==> src/rtl/midpoint_circle_rasterizer_assert.svh <==
// Assertion macros shared by the circle rasteriser modules.
// Each macro expands to one labelled concurrent assertion; no other dependencies.
`ifndef MIDPOINT_CIRCLE_RASTERIZER_ASSERT_SVH
`define MIDPOINT_CIRCLE_RASTERIZER_ASSERT_SVH

// Same-cycle implication, switched off while reset is high.
`define MCR_ASSERT_IMPLIES(label, clk, rst, ante, cons) \
   label: assert property (@(posedge clk) disable iff (rst) (ante) |-> (cons)) \
      else $error("%m: implication check failed");

// Next-cycle implication, switched off while reset is high.
`define MCR_ASSERT_NEXT(label, clk, rst, ante, cons) \
   label: assert property (@(posedge clk) disable iff (rst) (ante) |=> (cons)) \
      else $error("%m: next-cycle check failed");

`endif

==> src/rtl/mcr_pkg.sv <==
// Shared widths, register codes and the step record type of the circle rasteriser.
// No dependencies; imported by every module of the block.
package mcr_pkg;

   localparam int RADIUS_BITS = 12;
   localparam int CENTER_W    = 16;
   localparam int POINT_W     = 17;
   localparam int X_W         = RADIUS_BITS + 2;   // signed, holds radius-1 down to -1
   localparam int Y_W         = RADIUS_BITS + 1;   // unsigned
   localparam int T_W         = RADIUS_BITS + 2;   // unsigned odd increments
   // Signed decision term. A radius cut while a circle is open lets the x update add
   // the growing increment on every step, so the term can reach about radius squared.
   localparam int E_W         = 2 * RADIUS_BITS + 3;

   localparam int CSR_INDEX_W = 2;
   localparam int CSR_DATA_W  = 16;

   localparam int QUEUE_DEPTH = 2;
   localparam int QPTR_W      = (QUEUE_DEPTH > 1) ? $clog2(QUEUE_DEPTH) : 1;
   localparam int QCNT_W      = $clog2(QUEUE_DEPTH + 1);

   localparam int OCT_W = 3;
   localparam logic [OCT_W-1:0] OCT_LAST = 3'd7;

   typedef enum logic [CSR_INDEX_W-1:0] {
      CSR_CENTER_X = 2'd0,
      CSR_CENTER_Y = 2'd1,
      CSR_RADIUS   = 2'd2
   } csr_index_type;

   // One step of the outline: the offsets to mirror and whether it ends the circle.
   typedef struct packed {
      logic signed [X_W-1:0] x;
      logic [Y_W-1:0]        y;
      logic                  last;
   } step_rec_type;

endpackage

==> src/rtl/midpoint_circle_rasterizer.sv <==
// Top level of the midpoint circle outline rasteriser.
// Depends on mcr_pkg, mcr_front, mcr_queue and mcr_back.
//
//   Channel   Handshake       Payload
//   request   push / full     req_restart
//   response  pop / empty     rsp_point_x, rsp_point_y, rsp_octant,
//                             rsp_last_in_step, rsp_last_of_circle
//   csr       csr_we          csr_index, csr_wdata
//
// A step that draws yields eight points on the response side, one point per cycle while pop keeps up.
// A request that draws nothing completes in the cycle of its transfer.
// The front end computes a step in the cycle of its request transfer; up to two steps wait in the queue.
// full rises only while that queue holds two steps; a stalled pop never loses a point.
// Reset is synchronous; there is no clearing pass.
module midpoint_circle_rasterizer (
   input  logic                                 clock,
   input  logic                                 reset,
   input  logic                                 push,
   output logic                                 full,
   input  logic                                 req_restart,
   output logic                                 empty,
   input  logic                                 pop,
   output logic signed [mcr_pkg::POINT_W-1:0]   rsp_point_x,
   output logic signed [mcr_pkg::POINT_W-1:0]   rsp_point_y,
   output logic [mcr_pkg::OCT_W-1:0]            rsp_octant,
   output logic                                 rsp_last_in_step,
   output logic                                 rsp_last_of_circle,
   input  logic                                 csr_we,
   input  logic [mcr_pkg::CSR_INDEX_W-1:0]      csr_index,
   input  logic [mcr_pkg::CSR_DATA_W-1:0]       csr_wdata
);
   import mcr_pkg::*;

   logic signed [CENTER_W-1:0] center_x_ff, center_x_in;
   logic signed [CENTER_W-1:0] center_y_ff, center_y_in;
   logic [RADIUS_BITS-1:0]     radius_ff, radius_in;

   step_rec_type rec_data, head_data;
   logic         rec_push, queue_full, queue_empty, queue_pop;

   // Writes to an index beyond the register list are dropped.
   always_comb begin
      center_x_in = center_x_ff;
      center_y_in = center_y_ff;
      radius_in   = radius_ff;
      if (csr_we) begin
         unique case (csr_index_type'(csr_index))
            CSR_CENTER_X: center_x_in = signed'(csr_wdata[CENTER_W-1:0]);
            CSR_CENTER_Y: center_y_in = signed'(csr_wdata[CENTER_W-1:0]);
            CSR_RADIUS:   radius_in   = csr_wdata[RADIUS_BITS-1:0];
            default: begin
            end
         endcase
      end
   end

   always_ff @(posedge clock) begin
      if (reset) begin
         center_x_ff <= '0;
         center_y_ff <= '0;
         radius_ff   <= '0;
      end else begin
         center_x_ff <= center_x_in;
         center_y_ff <= center_y_in;
         radius_ff   <= radius_in;
      end
   end

   // Full reflects only the queue, so a request transfer is possible every cycle that the queue is not
   // full, also while the back end is still busy with earlier steps.
   assign full = queue_full;

   mcr_front u_front (
      .clock       (clock),
      .reset       (reset),
      .req_push    (push),
      .req_restart (req_restart),
      .queue_full  (queue_full),
      .radius      (radius_ff),
      .rec_push    (rec_push),
      .rec_data    (rec_data)
   );

   mcr_queue u_queue (
      .clock     (clock),
      .reset     (reset),
      .push_i    (rec_push),
      .push_data (rec_data),
      .pop_i     (queue_pop),
      .head_data (head_data),
      .full_o    (queue_full),
      .empty_o   (queue_empty)
   );

   mcr_back u_back (
      .clock          (clock),
      .reset          (reset),
      .head_data      (head_data),
      .queue_empty    (queue_empty),
      .queue_pop      (queue_pop),
      .center_x       (center_x_ff),
      .center_y       (center_y_ff),
      .empty          (empty),
      .pop            (pop),
      .point_x        (rsp_point_x),
      .point_y        (rsp_point_y),
      .octant         (rsp_octant),
      .last_in_step   (rsp_last_in_step),
      .last_of_circle (rsp_last_of_circle)
   );

endmodule

==> src/rtl/mcr_front.sv <==
// Front end: accepts step requests and advances the midpoint circle state.
// Depends on mcr_pkg; feeds step records to mcr_queue.
module mcr_front (
   input  logic                             clock,
   input  logic                             reset,
   input  logic                             req_push,
   input  logic                             req_restart,
   input  logic                             queue_full,
   input  logic [mcr_pkg::RADIUS_BITS-1:0]  radius,
   output logic                             rec_push,
   output mcr_pkg::step_rec_type            rec_data
);
   import mcr_pkg::*;

   logic signed [X_W-1:0] x_ff, x_in, x_s, x_1, x_2;
   logic [Y_W-1:0]        y_ff, y_in, y_s, y_1, y_2;
   logic [T_W-1:0]        tx_ff, tx_in, tx_s, tx_1, tx_2;
   logic [T_W-1:0]        ty_ff, ty_in, ty_s, ty_1;
   logic signed [E_W-1:0] err_ff, err_in, err_s, err_1, err_2, diam;
   logic                  active_ff, active_in, act_s;
   logic                  accept, emit, done;

   assign accept = req_push && !queue_full;
   assign diam   = signed'({{(E_W-RADIUS_BITS-1){1'b0}}, radius, 1'b0});

   always_comb begin
      // A restart loads a fresh circle, then the same item takes its first step.
      if (req_restart) begin
         x_s   = signed'(X_W'(radius)) - X_W'(1);
         y_s   = '0;
         tx_s  = T_W'(1);
         ty_s  = T_W'(1);
         err_s = E_W'(1) - diam;
         act_s = (radius != '0);
      end else begin
         x_s   = x_ff;
         y_s   = y_ff;
         tx_s  = tx_ff;
         ty_s  = ty_ff;
         err_s = err_ff;
         act_s = active_ff;
      end
      emit = act_s && !(x_s < signed'({1'b0, y_s}));

      // y update first, then the x update sees the new error term.
      if (err_s <= 0) begin
         y_1   = y_s + Y_W'(1);
         err_1 = err_s + signed'({{(E_W-T_W){1'b0}}, ty_s});
         ty_1  = ty_s + T_W'(2);
      end else begin
         y_1   = y_s;
         err_1 = err_s;
         ty_1  = ty_s;
      end
      y_2 = y_1;
      if (err_1 > 0) begin
         x_2   = x_s - X_W'(1);
         tx_2  = tx_s + T_W'(2);
         err_2 = err_1 + signed'({{(E_W-T_W){1'b0}}, tx_2}) - diam;
      end else begin
         x_2   = x_s;
         tx_2  = tx_s;
         err_2 = err_1;
      end
      done = (x_2 < signed'({1'b0, y_2}));
      x_1  = x_2;
      tx_1 = tx_2;

      x_in      = x_ff;
      y_in      = y_ff;
      tx_in     = tx_ff;
      ty_in     = ty_ff;
      err_in    = err_ff;
      active_in = active_ff;
      if (accept) begin
         if (emit) begin
            x_in      = x_1;
            y_in      = y_2;
            tx_in     = tx_1;
            ty_in     = ty_1;
            err_in    = err_2;
            active_in = !done;
         end else begin
            x_in      = x_s;
            y_in      = y_s;
            tx_in     = tx_s;
            ty_in     = ty_s;
            err_in    = err_s;
            active_in = 1'b0;
         end
      end
   end

   always_ff @(posedge clock) begin
      if (reset) begin
         x_ff      <= '0;
         y_ff      <= '0;
         tx_ff     <= T_W'(1);
         ty_ff     <= T_W'(1);
         err_ff    <= '0;
         active_ff <= 1'b0;
      end else begin
         x_ff      <= x_in;
         y_ff      <= y_in;
         tx_ff     <= tx_in;
         ty_ff     <= ty_in;
         err_ff    <= err_in;
         active_ff <= active_in;
      end
   end

   assign rec_push      = accept && emit;
   assign rec_data.x    = x_s;
   assign rec_data.y    = y_s;
   assign rec_data.last = done;

endmodule

==> src/rtl/mcr_queue.sv <==
// Short queue of step records between the front and back ends.
// Depends on mcr_pkg and the assertion macro header.
module mcr_queue (
   input  logic                  clock,
   input  logic                  reset,
   input  logic                  push_i,
   input  mcr_pkg::step_rec_type push_data,
   input  logic                  pop_i,
   output mcr_pkg::step_rec_type head_data,
   output logic                  full_o,
   output logic                  empty_o
);
   import mcr_pkg::*;
   `include "midpoint_circle_rasterizer_assert.svh"

   step_rec_type        entry_ff [QUEUE_DEPTH];
   logic [QPTR_W-1:0]   wr_ptr_ff, wr_ptr_in, rd_ptr_ff, rd_ptr_in;
   logic [QCNT_W-1:0]   count_ff, count_in;

   assign full_o    = (count_ff == QCNT_W'(QUEUE_DEPTH));
   assign empty_o   = (count_ff == '0);
   assign head_data = entry_ff[rd_ptr_ff];

   always_comb begin
      wr_ptr_in = wr_ptr_ff;
      rd_ptr_in = rd_ptr_ff;
      count_in  = count_ff;
      if (push_i) begin
         wr_ptr_in = (wr_ptr_ff == QPTR_W'(QUEUE_DEPTH-1)) ? '0 : wr_ptr_ff + QPTR_W'(1);
      end
      if (pop_i) begin
         rd_ptr_in = (rd_ptr_ff == QPTR_W'(QUEUE_DEPTH-1)) ? '0 : rd_ptr_ff + QPTR_W'(1);
      end
      if (push_i && !pop_i) begin
         count_in = count_ff + QCNT_W'(1);
      end else if (pop_i && !push_i) begin
         count_in = count_ff - QCNT_W'(1);
      end
   end

   always_ff @(posedge clock) begin
      if (reset) begin
         wr_ptr_ff <= '0;
         rd_ptr_ff <= '0;
         count_ff  <= '0;
      end else begin
         wr_ptr_ff <= wr_ptr_in;
         rd_ptr_ff <= rd_ptr_in;
         count_ff  <= count_in;
      end
   end

   always_ff @(posedge clock) begin
      if (push_i) begin
         entry_ff[wr_ptr_ff] <= push_data;
      end
   end

   `MCR_ASSERT_IMPLIES(a_no_overflow, clock, reset, push_i, !full_o)
   `MCR_ASSERT_IMPLIES(a_no_underflow, clock, reset, pop_i, !empty_o)

endmodule

==> src/rtl/mcr_back.sv <==
// Back end: mirrors each step record into eight points, one per cycle while pop does not stall.
// Depends on mcr_pkg and the assertion macro header; drains mcr_queue.
module mcr_back (
   input  logic                                 clock,
   input  logic                                 reset,
   input  mcr_pkg::step_rec_type                head_data,
   input  logic                                 queue_empty,
   output logic                                 queue_pop,
   input  logic signed [mcr_pkg::CENTER_W-1:0]  center_x,
   input  logic signed [mcr_pkg::CENTER_W-1:0]  center_y,
   output logic                                 empty,
   input  logic                                 pop,
   output logic signed [mcr_pkg::POINT_W-1:0]   point_x,
   output logic signed [mcr_pkg::POINT_W-1:0]   point_y,
   output logic [mcr_pkg::OCT_W-1:0]            octant,
   output logic                                 last_in_step,
   output logic                                 last_of_circle
);
   import mcr_pkg::*;
   `include "midpoint_circle_rasterizer_assert.svh"

   logic [OCT_W-1:0]          oct_ff, oct_in;
   logic                      valid_ff, valid_in;
   logic signed [POINT_W-1:0] px_ff, px_in, py_ff, py_in;
   logic [OCT_W-1:0]          ooct_ff;
   logic                      olast_ff, ocirc_ff;
   logic signed [POINT_W-1:0] cx, cy, ox, oy, a, b;
   logic                      load;

   assign load      = !queue_empty && (!valid_ff || pop);
   assign queue_pop = load && (oct_ff == OCT_LAST);

   always_comb begin
      cx = POINT_W'(center_x);
      cy = POINT_W'(center_y);
      ox = POINT_W'(head_data.x);
      oy = signed'({{(POINT_W-Y_W){1'b0}}, head_data.y});
      // Upper four points swap the roles of x and y.
      a  = oct_ff[2] ? oy : ox;
      b  = oct_ff[2] ? ox : oy;
      px_in = oct_ff[1] ? (cx - a) : (cx + a);
      py_in = oct_ff[0] ? (cy + b) : (cy - b);

      oct_in   = load ? oct_ff + OCT_W'(1) : oct_ff;
      valid_in = load || (valid_ff && !pop);
   end

   always_ff @(posedge clock) begin
      if (reset) begin
         oct_ff   <= '0;
         valid_ff <= 1'b0;
      end else begin
         oct_ff   <= oct_in;
         valid_ff <= valid_in;
      end
   end

   always_ff @(posedge clock) begin
      if (load) begin
         px_ff    <= px_in;
         py_ff    <= py_in;
         ooct_ff  <= oct_ff;
         olast_ff <= (oct_ff == OCT_LAST);
         ocirc_ff <= (oct_ff == OCT_LAST) && head_data.last;
      end
   end

   assign empty          = !valid_ff;
   assign point_x        = px_ff;
   assign point_y        = py_ff;
   assign octant         = ooct_ff;
   assign last_in_step   = olast_ff;
   assign last_of_circle = ocirc_ff;

   `MCR_ASSERT_IMPLIES(a_circle_ends_step, clock, reset, valid_ff && ocirc_ff, olast_ff)
   `MCR_ASSERT_NEXT(a_points_follow, clock, reset, valid_ff && pop && !olast_ff, valid_ff && (ooct_ff == $past(ooct_ff) + 3'd1))

endmodule
==> config.mk <==
export PLATFORM = sky130hd
export DESIGN_NAME = midpoint_circle_rasterizer
export DESIGN_NICKNAME = d
export VERILOG_FILES = /design/src/rtl/mcr_pkg.sv /design/src/rtl/midpoint_circle_rasterizer.sv /design/src/rtl/mcr_front.sv /design/src/rtl/mcr_queue.sv /design/src/rtl/mcr_back.sv
export VERILOG_INCLUDE_DIRS = /design/src /design/src/rtl
export SDC_FILE = /design/constraint.sdc
export NUM_CORES = 1
export LEC_CHECK = 0
export BUFFER_PORTS_ARGS = -buffer_cell sky130_fd_sc_hd__buf_4
export CAP_MARGIN = 20
export CORE_MARGIN = 3
export CORE_UTILIZATION = 58
export CTS_CLUSTER_DIAMETER = 40
export CTS_CLUSTER_SIZE = 12
export DETAILED_ROUTE_END_ITERATION = 10
export GPL_TIMING_DRIVEN = 0
export PLACE_DENSITY_LB_ADDON = 0.08
export SLEW_MARGIN = 10
export SYNTH_ARGS = -nofsm -noshare
export SYNTH_HDL_FRONTEND = slang
export SYNTH_HIERARCHICAL = 1
export SYNTH_SLANG_ARGS = --single-unit
==> constraint.sdc <==
create_clock -name clock -period 9.1 [get_ports clock]
set_clock_uncertainty 0.05 [all_clocks]
set_input_delay 0.455 -clock clock [delete_from_list [all_inputs] [get_ports clock]]
set_output_delay 0.455 -clock clock [all_outputs]
set_load 0.01 [all_outputs]
Yosys cells after proc, flatten, opt, wreduce, memory -nomap -nowiden
Memory sizes are Yosys's and may differ from the RTL's. A register that Yosys moved wholly into a read port is not among the register bits.
Index checks and enable logic that the tools add are counted.
{ "classes": {"eq_ne": 4, "shifts": 0, "div_mod_pow": 0, "bitwise": 0, "n_addsub": 18, "order_cmp": 4, "mul": 0, "reduce_logical": 26, "mux": 30} }
{ "op_table": {"columns": ["cell", "n"], "rows": [
  ["14-bit 2-to-1 mux", 9],
  ["27-bit 2-to-1 mux", 4],
  ["17-bit 2-to-1 mux", 4],
  ["27-bit by 15-bit adder with 27-bit output", 2],
  ["13-bit 2-to-1 mux", 3],
  ["16-bit by 17-bit adder with 17-bit output", 2],
  ["16-bit by 17-bit subtractor with 17-bit output", 2],
  ["14-bit by 2-bit adder with 14-bit output (second input constant)", 2],
  ["14-bit less-than comparator", 2],
  ["27-bit by 1-bit greater-than comparator with 1-bit output (second input constant)", 1],
  ["27-bit by 1-bit <= comparator with 1-bit output (second input constant)", 1],
  ["27-bit by 14-bit subtractor with 27-bit output", 1],
  ["1-bit by 13-bit subtractor with 14-bit output (first input constant)", 1],
  ["14-bit by 2-bit subtractor with 14-bit output (second input constant)", 1],
  ["13-bit by 1-bit adder with 13-bit output (second input constant)", 1],
  ["12-bit by 1-bit subtractor with 13-bit output (second input constant)", 1],
  ["12-bit nonzero test", 1],
  ["1-bit logical AND", 9],
  ["1-bit logical NOT", 8],
  ["1-bit 2-to-1 mux", 8],
  ["2-bit AND reduction", 3],
  ["2-bit == test (second input constant)", 2],
  ["2-bit logical NOT", 2],
  ["2-bit 2-to-1 mux", 2],
  ["8 further kinds", 10]
]} }
{ "word_totals": {"in_bits": 24, "memories": 1, "word_cells": 102, "mem_bits_ro": 0, "latchBits": 0, "regBits": 174, "out_inout_bits": 41, "mem_bits_rw": 56} }
{ "memory_table": {"columns": ["name", "depth", "width", "read_ports", "rd_ports_with_merged_regs", "write_ports", "line_no", "rtl"], "rows": [
  ["u_queue.entry_ff", 2, 28, 1, 1, 1, "mcr_queue.sv:16", "step_rec_type entry_ff [QUEUE_DEPTH];"]
]} }

Logic depth before layout (Yosys ltp)
{ "depth": {"depth_word": 10, "ltp_mapped": 47, "ltp_nobuf": 36} }

Modules after synthesis
The synthesis kept the hierarchy.
{ "by_module_without_submodules": {"columns": ["mod", "instances", "seq_area_each_um2", "cells_each", "area_per_inst_um2"], "rows": [
  ["mcr_front", 1, 1661.6, 1262, 9108.7],
  ["mcr_back", 1, 1251.2, 432, 4050.1],
  ["mcr_queue", 1, 1781.7, 109, 2232.1],
  ["midpoint_circle_rasterizer", 1, 880.8, 164, 1796.7]
]} }

Worst setup path after synthesis
No wires, ideal clock.
{ "synth_path": {"path_kind": "input -> register", "startpoint": "input port req_restart", "endpoint": "memory u_queue/entry_ff[0][0] in the netlist's numbering (data pin)", "setup_ns": 0.129, "path_stages": 44, "t_required_ns": 8.921, "slack_ns": -0.038, "n_path_buf": 16, "arrival_time_ns": 8.960, "path_cell_list": "clkbuf_1 > clkbuf_1 > buf_2 > buf_2 > buf_2 > buf_2 > clkbuf_1 > clkbuf_1 > buf_1 > clkbuf_1 > clkbuf_1 > nor2b_1 > ha_1 > a211oi_1 > nor2_1 > or4_1 > a21o_1 > a211oi_1 > (+8 left out) > or3_1 > a2111oi_0 > and4_1 > buf_6 > nor2_2 > buf_2 > buf_2 > nand2_1 > xnor2_1 > ha_1 > a21o_1 > a21o_1 > a21oi_1 > o21ai_0 > a21oi_1 > o211ai_1 > o311ai_1 > buf_4"} }
{ "synth_between": {"elab_chain_len": 6, "word_cells_on_any_way": 13, "cone_classes": "add/sub: 3; order compare: 3; mux: 7"} }
{ "synth_rtl": {"columns": ["element", "line_no", "rtl"], "rows": [
  ["start, declared", "midpoint_circle_rasterizer.sv:20", "input logic req_restart,"],
  ["27-bit 2-to-1 mux / 14-bit 2-to-1 mux (equally long branches)", "mcr_front.sv:28", "if (req_restart) begin"],
  ["27-bit by 15-bit adder with 27-bit output / 27-bit by 1-bit <= comparator with 1-bit output (equally long branches)", "mcr_front.sv:48, mcr_front.sv:46", null],
  ["27-bit 2-to-1 mux", "mcr_front.sv:46", "if (err_s <= 0) begin"],
  ["27-bit by 1-bit greater-than comparator with 1-bit output", "mcr_front.sv:56", "if (err_1 > 0) begin"],
  ["14-bit 2-to-1 mux", "mcr_front.sv:56", null],
  ["14-bit less-than comparator (*)", "mcr_front.sv:65", "done = (x_2 < signed'({1'b0, y_2}));"],
  ["via u_front.done", "mcr_front.sv:21", "logic accept, emit, done;"],
  ["end, declared", "mcr_queue.sv:16", null]
]} }
The timed path passes the listed nets; every way through them passes the cells marked *.

Worst setup path in the final report
{ "layout_path": {"startpoint": "input port req_restart", "endpoint": "memory u_queue/entry_ff[1][0] in the netlist's numbering (data pin)"} }
The elaborated chain is that of the path after synthesis.

==> results.txt <==
----------------------------------------------------
[Run status]
  Status ... finished, final reports clean

[Synthesis]
  Area share of the largest cell type after synthesis ... 16.60%
  Number of enable flip-flop cells after synthesis ... 95
  Main synth FF type ... sky130_fd_sc_hd__dfxtp_1
  Synthesized instance count ... 1,967
  Cell taking the most area after synthesis ... sky130_fd_sc_hd__edfxtp_1
  Per-instance average area after synthesis ... 8.738 sq um
  Post-synthesis instance area ... 17,190 sq um
  FF+latch count, synth ... 231
  Count of unique library cells instantiated by Yosys ... 95
  Largest cells by area after synthesis ... sky130_fd_sc_hd__edfxtp_1, sky130_fd_sc_hd__dfxtp_1, sky130_fd_sc_hd__ha_1
  Warnings from Yosys ... 6
  Proportion of synthesized flip-flops having asynchronous set or reset ... 0%
  Proportion of synthesized chip area in sequential cells ... 32.44%
  Syn_nets ... 2,117

[STA]
  Hold Violations, Final ... 0
  Final worst path period share ... 96.04%
  Slack of the critical path ... 0.3604 ns
  Final critical path time including I/O delays and setup ... 8.740 ns
  Max transition margin ... 18.02%
  Transition time at the pin with the least slew margin ... 1.220 ns
  Total Neg Setup Slack ... 0 ns
  Setup repair after global routing missed its margin ... false
  Hold_ws ... 0.1662 ns
  Maximum frequency from static timing analysis ... 114.4 MHz
  Total count of max-transition violations in the final report ... 0
  Setup-failing EPs final ... 0

[Job]
  # Max-Cap Violations ... 0

[CTS]
  Number of clock buffers inserted by TritonCTS ... 43
  Number of levels in the clock H-tree ... 2
  Insertion delay of the later-clocked pin in the worst-skew pair ... 0.54 ns
  Number of hold-repair buffers added at the cts stage ... 0
  Clock transition time at the flip-flop clock pins of the worst setup and hold paths ... 0.06 ns
  Buffer cell driving the clock tree root ... sky130_fd_sc_hd__clkbuf_16
  CTS tree ... yes
  Maximum buffer depth of the clock tree ... 3
  Clock tree sinks ... 231

[Place]
  Pre-CTS worst setup slack ... -4.426 ns
  Final weighted congestion in routability-driven placement ... 1.023
  Placed Area ... 18,190 sq um
  Post-DP HPWL ... 42,450 um
  Number of placed cells counting well taps ... 2,417
  Number of input and output port buffers inserted ... 64

[Die]
  Core Area ... 28,940 sq um
  Total Die Area ... 31,740 sq um
  Site Rows ... 62
  Effective utilization at floorplan ... 59.40%
  Floorplan die width ... 178.1 um
  I/O pin count ... 65
  Y dimension of the die ... 178.1 um

[Worst setup path]
  Critical path origin ... req_restart
  Critical path start-end classification ... in2reg
  Maximum fanout along the worst path ... 19
  Most prevalent standard cell on the critical path ... sky130_fd_sc_hd__a21oi_1
  Slowest cell delay on critical path ... 0.44 ns
  Critical Path Source Type ... input port
  Crit end category ... flop
  Cell with the largest stage delay on the worst path ... sky130_fd_sc_hd__fa_1
  Worst path required time ... 9.34 ns
  Startpoint of the most critical register-to-register path ... radius_ff[1]
  Crit path arrival time ... 8.98 ns

[Finish]
  Antenna diode instance count ... 0
  Core Util, Final ... 68.40%
  Layout-stage area growth over the synthesis result ... 15.15%
  Fin area ... 19,790 sq um
  Post-route non-filler standard cell count ... 2,491
  Layout Nets ... 2,225
  Proportion of layout cells with a drive suffix above 1 ... 12.58%

[GRT]
  Remaining global-route overflow ... 0
  Total GRT Usage ... 34.74%
  Via count of the first global-routing pass ... 15,520
  Global-route wire length before repair ... 85,430 um
  Maximum number of pins on one net before global-route repair ... 29
  Initial antenna violation count ... 0

[Route]
  Residual DRC count ... 0
  Total wire length ... 55,790 um
  Count of routing violations after the opening detailed-route iteration ... 1,508
  Count of vias placed by the detailed router ... 15,800
  1st-pass router iterations ... 6
  Per-cell via count in the routed design ... 6.342
  Number of nets still failing antenna checks after routing ... 0
  Average detailed-routed wire length per instance ... 22.40 um

[Power]
  Power after layout ... 4.298 mW
  Worst voltage drop across the vdd grid ... 0.0001316 V
  Total leakage power ... 7.900 nW
  Pwr Density ... 217.2 nW/um^2

[Worst hold path]
  Path type of the worst min-delay path ... in2reg
  Beginning of the worst hold path ... pop

----------------------------------------------------
[layout by cell type, fill, tap and decap left out, drive strengths merged, types with 33 or more instances in the layout]
master,netlist,final
a21o,33,33
a21oi,129,129
buf,33,99
clkbuf,57,110
dfxtp,136,136
edfxtp,95,95
ha,111,111
inv,105,113
mux2,37,37
mux2i,87,87
nand2,151,151
nand2b,76,76
nand3,43,43
nor2,170,170
nor2b,47,47
nor3,47,47
o21ai,117,117
xnor2,113,113
xor2,41,41
[logic make-up (layout without fill, tap and decap cells)]
logic type,count (synthesis),count (layout),share of synthesized area [%]
AND/OR/NAND/NOR,668,668,19.87
flip-flops,231,231,32.44
buffers and inverters,198,338,4.892
multiplexers,124,124,7.491
adder cells (fa/ha/maj),126,126,9.827
AO/OA/AOI/OAI,465,465,17.51
XOR/XNOR,155,155,7.978
[sequential cells by signal (all words and copies together), names as in the netlist, 2 cells and up, named ones only]
signal / cells
u_front/y_ff: 13
u_queue/count_ff: 2
u_front/tx_ff: 14
u_front/x_ff: 14
u_front/err_ff: 27
u_back/oct_ff: 3
u_back/octant: 3
u_back/point_y: 17
u_front/ty_ff: 14
u_back/point_x: 17
center_x_ff: 16
radius_ff: 12
center_y_ff: 16
u_queue/entry_ff: 56
[layer usage]
layer / GRT usage [%] / vias up / wire length [um]
li1: - / 7320 / -
met1: 41.12 / 7450 / 21220
met2: 58.52 / 771 / 26100
met3: 5.343 / 258 / 4125
met4: 22.55 / 0 / 4342
met5: 0 / - / 0
[synth_stat cells (41+ instances only)]
cell and instances:
sky130_fd_sc_hd__ha_1 111, sky130_fd_sc_hd__nor3_1 46, sky130_fd_sc_hd__inv_1 105, sky130_fd_sc_hd__nand2_1 150, sky130_fd_sc_hd__xor2_1 41, sky130_fd_sc_hd__o21ai_0 101
sky130_fd_sc_hd__nand2b_1 76, sky130_fd_sc_hd__dfxtp_1 136, sky130_fd_sc_hd__clkbuf_1 57, sky130_fd_sc_hd__a21oi_1 129, sky130_fd_sc_hd__mux2i_1 87, sky130_fd_sc_hd__xnor2_1 113
sky130_fd_sc_hd__nor2_1 168, sky130_fd_sc_hd__nand3_1 43, sky130_fd_sc_hd__edfxtp_1 95, sky130_fd_sc_hd__nor2b_1 47
[critical path, delay by kind of cell]
family	cells	cell delay, ns
adders and majority gates	4	1.24
and+or+nand+nor	8	1.68
AOI/OAI and AO/OA	16	2.96
buffers and inverters	12	2.59
[worst paths after layout]
| kind | to | slack (ns) | cells past startpoint |
|---|---|---|---|
| setup reg to reg | u_front/err_ff[26] | 0.37 | 24 |
| hold / removal | u_back/valid_ff | 0.17 | 3 |
| setup / recovery | u_queue/entry_ff[1][0] | 0.36 | 40 |
| hold reg to reg | u_front/tx_ff[0] | 0.41 | 1 |
[repair_timing]
action,CTS,global route
gates resized for setup,29,18
buffers inserted,0,3
gates cloned,0,0
pin swaps,2,2
setup endpoints to repair,57,3
[power by group]
group	switching, mW	internal [mW]
Clock	0.573	1.03
Sequential	0.0564	1.19
Combinational	0.902	0.553
Total	1.53	2.77
[cell type report]
type | instances | area, sq um
Multi-Input combinational cell | 1538 | 10870
Fill cell | 2379 | 9144
Sequential cell | 231 | 5575
Clock buffer | 56 | 1206
Timing Repair Buffer | 69 | 538.0
Tap cell | 384 | 480.5
Buffer | 84 | 470.5
Inverter | 108 | 406.6
Clock inverter | 21 | 240.2
No activity file was read; power rests on OpenSTA's default activity.
